**config.mk**
```make
export PLATFORM = sky130hd
export DESIGN_NAME = sit_cell
export DESIGN_NICKNAME = d
export VERILOG_FILES = /design/src/design/sit_pkg.sv /design/src/design/sit_cell.sv
export SDC_FILE = /design/constraint.sdc
export NUM_CORES = 1
export LEC_CHECK = 0
export ABC_AREA = 1
export BUFFER_PORTS_ARGS = -buffer_cell sky130_fd_sc_hd__buf_2
export CORE_AREA = 2 2 164 166
export CTS_BUF_LIST = sky130_fd_sc_hd__clkbuf_4 sky130_fd_sc_hd__clkbuf_8
export DETAILED_ROUTE_END_ITERATION = 10
export DIE_AREA = 0 0 166 168
export SLEW_MARGIN = 5
export SYNTH_ARGS = -nofsm -noshare
export SYNTH_HDL_FRONTEND = slang
export SYNTH_SLANG_ARGS = --single-unit
```
**constraint.sdc**
```tcl
create_clock -name clk -period 4.9 [get_ports clk]
set_input_delay 0.49 -clock clk [delete_from_list [all_inputs] [get_ports clk]]
set_output_delay 0.49 -clock clk [all_outputs]
set_load 0.01 [all_outputs]
```
**src/design/sit_pkg.sv**
```systemverilog
// ----------------------------------------------------------------------------
// sit_pkg
// Shared types, constants and helpers for the sorted insert table.
// ----------------------------------------------------------------------------
package sit_pkg;

	localparam int KEY_W        = 64;
	localparam int QTY_W        = 16;
	localparam int PRICE_W      = 24;
	localparam int POS_W        = 7;
	localparam int TOTAL_W      = 7;
	localparam int STATUS_W     = 2;
	localparam int CAPACITY_DEF = 64;
	localparam int KEY_BYTES    = 8;

	localparam logic CMD_INSERT = 1'b0;
	localparam logic CMD_READ   = 1'b1;

	localparam logic [STATUS_W-1:0] ST_OK      = 2'd0;
	localparam logic [STATUS_W-1:0] ST_FULL    = 2'd1;
	localparam logic [STATUS_W-1:0] ST_BAD_POS = 2'd2;

	typedef struct packed {
		logic               cmd;
		logic [KEY_W-1:0]   name_key;
		logic [QTY_W-1:0]   quantity;
		logic [PRICE_W-1:0] price_cents;
		logic [POS_W-1:0]   position;
	} req_t;

	typedef struct packed {
		logic [STATUS_W-1:0] status;
		logic [KEY_W-1:0]    entry_key;
		logic [QTY_W-1:0]    entry_quantity;
		logic [PRICE_W-1:0]  entry_price;
		logic [TOTAL_W-1:0]  stored_total;
	} rsp_t;

	typedef struct packed {
		logic [KEY_W-1:0]   key;
		logic [QTY_W-1:0]   qty;
		logic [PRICE_W-1:0] price;
	} entry_t;

	typedef struct packed {
		logic ins;
		logic occupied;
		logic prev_ge;
		logic sel;
	} cell_ctl_t;

	// Only the leading KEY_BYTES bytes of a key take part.
	localparam logic [KEY_W-1:0] KEY_MASK = (KEY_BYTES >= 8) ? {KEY_W{1'b1}} :
		({KEY_W{1'b1}} << (KEY_W - 8 * KEY_BYTES));

endpackage

```
**src/design/sit_cell.sv**
```systemverilog
// ----------------------------------------------------------------------------
// sit_cell
// One table slot: compares against the broadcast key, shifts up on insert.
// ----------------------------------------------------------------------------
module sit_cell (
	input  logic             clk,
	input  sit_pkg::cell_ctl_t ctl,
	input  sit_pkg::entry_t  new_entry,
	input  sit_pkg::entry_t  prev_entry,
	output logic             ge,
	output sit_pkg::entry_t  entry,
	output sit_pkg::entry_t  rd_entry
);
	import sit_pkg::*;

	entry_t entry_q;

	// empty slots and keys not below the new key take part in the shift
	assign ge       = !ctl.occupied || (entry_q.key >= new_entry.key);
	assign entry    = entry_q;
	assign rd_entry = ctl.sel ? entry_q : '0;

	always_ff @(posedge clk) begin
		if (ctl.ins) begin
			if (ctl.prev_ge) begin
				entry_q <= prev_entry;
			end else if (ge) begin
				entry_q <= new_entry;
			end
		end
	end

endmodule
```
Yosys cells after proc, flatten, opt, wreduce, memory -nomap -nowiden
Cells that the tools add are included.

$lt $le $gt $ge: 1. Mux-type cells: 3. Reductions and logical operators: 4.

Operator list (count): 2-to-1 mux 104 bit (3); >= comparator 64 bit (1); AND reduction 2 bit (1); nonzero test 2 bit (1); logical NOT 1 bit (1); logical OR 1 bit (1).

Flip-flop bits (word level): 104. Output and inout port bits: 209.

Depth between registers and ports, before layout
Depth in word-level cells: 4. Mapped depth: 17.

Least setup slack after synthesis
Ideal clock, no wire load.

Path type: input-to-reg. Start point: input new_entry[103] (netlist bit). End point: register entry_q (netlist bit entry[0]), enable pin. Arrival time: 3.516 ns. Setup slack: 0.927 ns. Cell stages on the path: 13. Path buffers: 0. Path through: inv_1 -> ha_1 -> nand2_1 -> nor2_2 -> and2_4 -> nand3_4 -> nor2_2 -> nand2_1 -> nand2_1 -> nor2_1 -> nand3_2 -> nand2_1 -> inv_1.

Word-level cells in the longest chain between the ends: 4.

Ends and longest elaborated chain: start, declared (line sit_cell.sv:8) `input sit_pkg::entry_t new_entry,`; >= comparator 64 bit (line sit_cell.sv:19) `assign ge = !ctl.occupied || (entry_q.key >= new_entry.key);`; logical OR 1 bit (line sit_cell.sv:19); nonzero test 2 bit (no line); AND reduction 2 bit (no line); end signal, assigned (line sit_cell.sv:26) `entry_q <= prev_entry;`; end signal, assigned (line sit_cell.sv:28) `entry_q <= new_entry;`; end, declared (line sit_cell.sv:16) `entry_t entry_q;`.

No other way between the ends. A chain may end at the register's enable or synchronous reset.

Final worst setup path
Start point: register entry_q (netlist bit entry[43]). End point: register entry_q (netlist bit entry[29]), enable pin.

Word-level cells in the longest chain between the ends: 4.

Ends and longest elaborated chain (line): >= comparator 64 bit (sit_cell.sv:19); logical OR 1 bit (sit_cell.sv:19); nonzero test 2 bit (no line); AND reduction 2 bit (no line).

No other way between the ends.

==> metrics <==
Cell Chain, Critical Path=ha_1 -> nand2_1 -> nor2_1 -> nand2_1 -> nor2_1 -> nor2_1 -> nand2_1 -> nand2_1 -> nand2_1 -> nand2_1 -> nand3_2 -> nand2_1 -> inv_4 -> buf_12; Die Ht=between 150 and 200 um; hold path start=new_entry[9]; CTS sink cnt=around 100; Post-Syn Nets=between 1000 and 1500; ys async rst share=0%; R2R Setup Slk=1.78 ns; Post-CTS Setup Bufs=0; Layout Utilization=35.9%; antenna-violating nets left=0; Initial Util=25.9%; Initial DRT Pass Iterations=4; Fmax=roughly 320 MHz; reg2reg start=entry[43]; Placed Area=between 9000 and 10000 um2; core box area=between 20000 and 30000 um2; WP depth=14; die width=between 150 and 200 um; crit path max fanout=57; delay-heaviest family, CP=simple AND/OR/NAND/NOR gates; fin nets=1563; total CTS buffers=9; Critical Path AT=3.19 ns; Setup TNS Final=0 ns; number of synthesized flops with an enable pin=roughly 100; Cell variety after synth=23; largest cells by area after synthesis=edfxtp_1, nand2_1, ha_1; Mapped Cells=between 800 and 900; Tmin final=~3.1 ns; violation count after the first detailed-route iteration=around 270; CTS root buf=clkbuf_8; RSZ-0062 raised after global routing=no; top-count cell post-synth=nand2_1; #FFs+latches synth=roughly 100; register area share after synthesis=between 40% and 50%; vias in the first global route=6534; Placed Cells=1616; Slew Limit Fails=0; max reg flops=between 100 and 150; Final Cycle Share=about 64%; hold endpoint=entry[9]; r2r worst-path depth=14; Critical Path RT=4.97 ns; CTS resizes=0; vias per cell=~4.2; Design Area, Final=9450 um2; outcome=finished clean; dominant synthesized flop cell=edfxtp_1; Area growth syn-to-layout=38.2%; register clock-pin slew on the reported worst setup and hold paths=around 0.12 ns; PD cells=about 240 nW/um2; via count=6878; # hold bufs at CTS=0; Tot GR Track Use=between 15 and 20%; CP peak stage delay=roughly 0.53 ns; # port buffers=roughly 420; Peak VDD IR=0.000112 V; residual DRC count=0; aggregate global routing overflow=0; CP dominant cell by count=nand2_1; area leader, netlist=edfxtp_1; H-tree levels=3; DR WL/cell=14.4 um; IO Pins=~420; R2R Path End=entry[29]; largest net degree at the start of global routing=92; initial antenna violation count=2; critical path class=reg -> reg; Die ar.=27900 um2; Max-Cap Viols=0; synth cell count leaders=nand2_1, inv_1, edfxtp_1; Fill cells=~2800; first-pass GRT wire length=roughly 35 mm; CP Launch Type=register; CP max stage cell=inv_4; CTS max path bufs=2; Post-Syn Area=approximately 6800 um2; Worst-Skew Late Latency=~0.39 ns; final std cells w/o fill=between 1500 and 2000; Worst Max-Slew Pin Slew=roughly 0.85 ns; Syn Area/Cell=roughly 7.7 um2; Slew HR=43.2%; DP HPWL=around 19 mm; Worst setup EP type=register; Final Hold Fails=0; post-synth top area share=45.7%; Clock Skew=approximately 0.021 ns; yosys warns=0; gpl congestion=0.873; hold path depth=3; wirelength, routed=between 20 and 25 mm; LEAKAGE=roughly 5.7 nW; layout cell share with drive strength beyond 1=34.9%; row cnt=60; worst hold path class=in -> reg; Final setup viols=0; CP Buf/Inv Count=2; CTS tree=yes
## kinds of logic after synthesis
| family | count (synthesis) | synth area share (%) |
|---|---|---|
| simple gates | 403 | 23.1 |
| buf+inv | 218 | 12.5 |
| fa+ha+maj | 64 | 11.7 |
| flops | 104 | 45.7 |
| compound gates | 95 | 7.10 |
## worst max-delay path by stage
| stage | startpoint | to |
|---|---|---|
| floorplan | new_entry[103] | entry[0] |
| global placement | new_entry[71] | entry[100] |
| detailed placement | new_entry[71] | entry[68] |
| CTS | entry[43] | entry[87] |
| global route | entry[71] | entry[30] |
| finish | entry[43] | entry[29] |
## placed cells by master, fill, tap and decap left out, drive strengths merged, types with 4 or more instances in the layout
master / n
nand4: 4
buf: 425
nand2: 361
nand3: 6
a21oi: 23
inv: 187
edfxtp: 104
nor2: 28
o21ai: 68
clkbuf: 10
ha: 64
## cell type report
type                            count  area (um2)  share of cell area, %
Clock inverter                      6        51.3                  0.543
Timing Repair Buffer              425        2150                   22.8
Tap cell                          341         427                   4.52
Inverter                          184         693                   7.34
Multi-Input combinational cell    562        2860                   30.3
Antenna cell                        2        5.00                 0.0530
Clock buffer                       10         131                   1.39
Sequential cell                   104        3120                   33.1
## where the power goes
part           total, mW  switching (mW)  internal, mW
sequential          1.13          0.0586          1.07
clock              0.536           0.337         0.200
combinational      0.599           0.352         0.247
total               2.26           0.747          1.52
## through the flow
stage	power, mW	setup slack [ns]	hold WS [ns]
after detailed placement	1.76	1.53	0.759
after floorplan	1.45	0.927	0.669
after global routing	2.41	1.53	0.343
after global placement	1.75	1.59	0.755
after CTS	2.31	1.66	0.332
final	2.26	1.78	0.356
## worst register-to-register path, stage by stage (launching register included)
cell and delay, ns:
edfxtp_1 0.50, ha_1 0.39, nand2_1 0.08, nor2_1 0.24
nand2_1 0.09, nor2_1 0.09, nor2_1 0.05, nand2_1 0.07
nand2_1 0.05, nand2_1 0.09, nand2_1 0.08, nand3_2 0.06
nand2_1 0.09, inv_4 0.53, buf_12 0.36
## per-layer routing
layer  wire (um)  global-route usage [%]
met1        9850                    19.1
met2       11700                    29.6
met3        1590                    3.74
met4         389                    4.65
met5           0                       0
No activity file was read; power rests on OpenSTA's default activity.
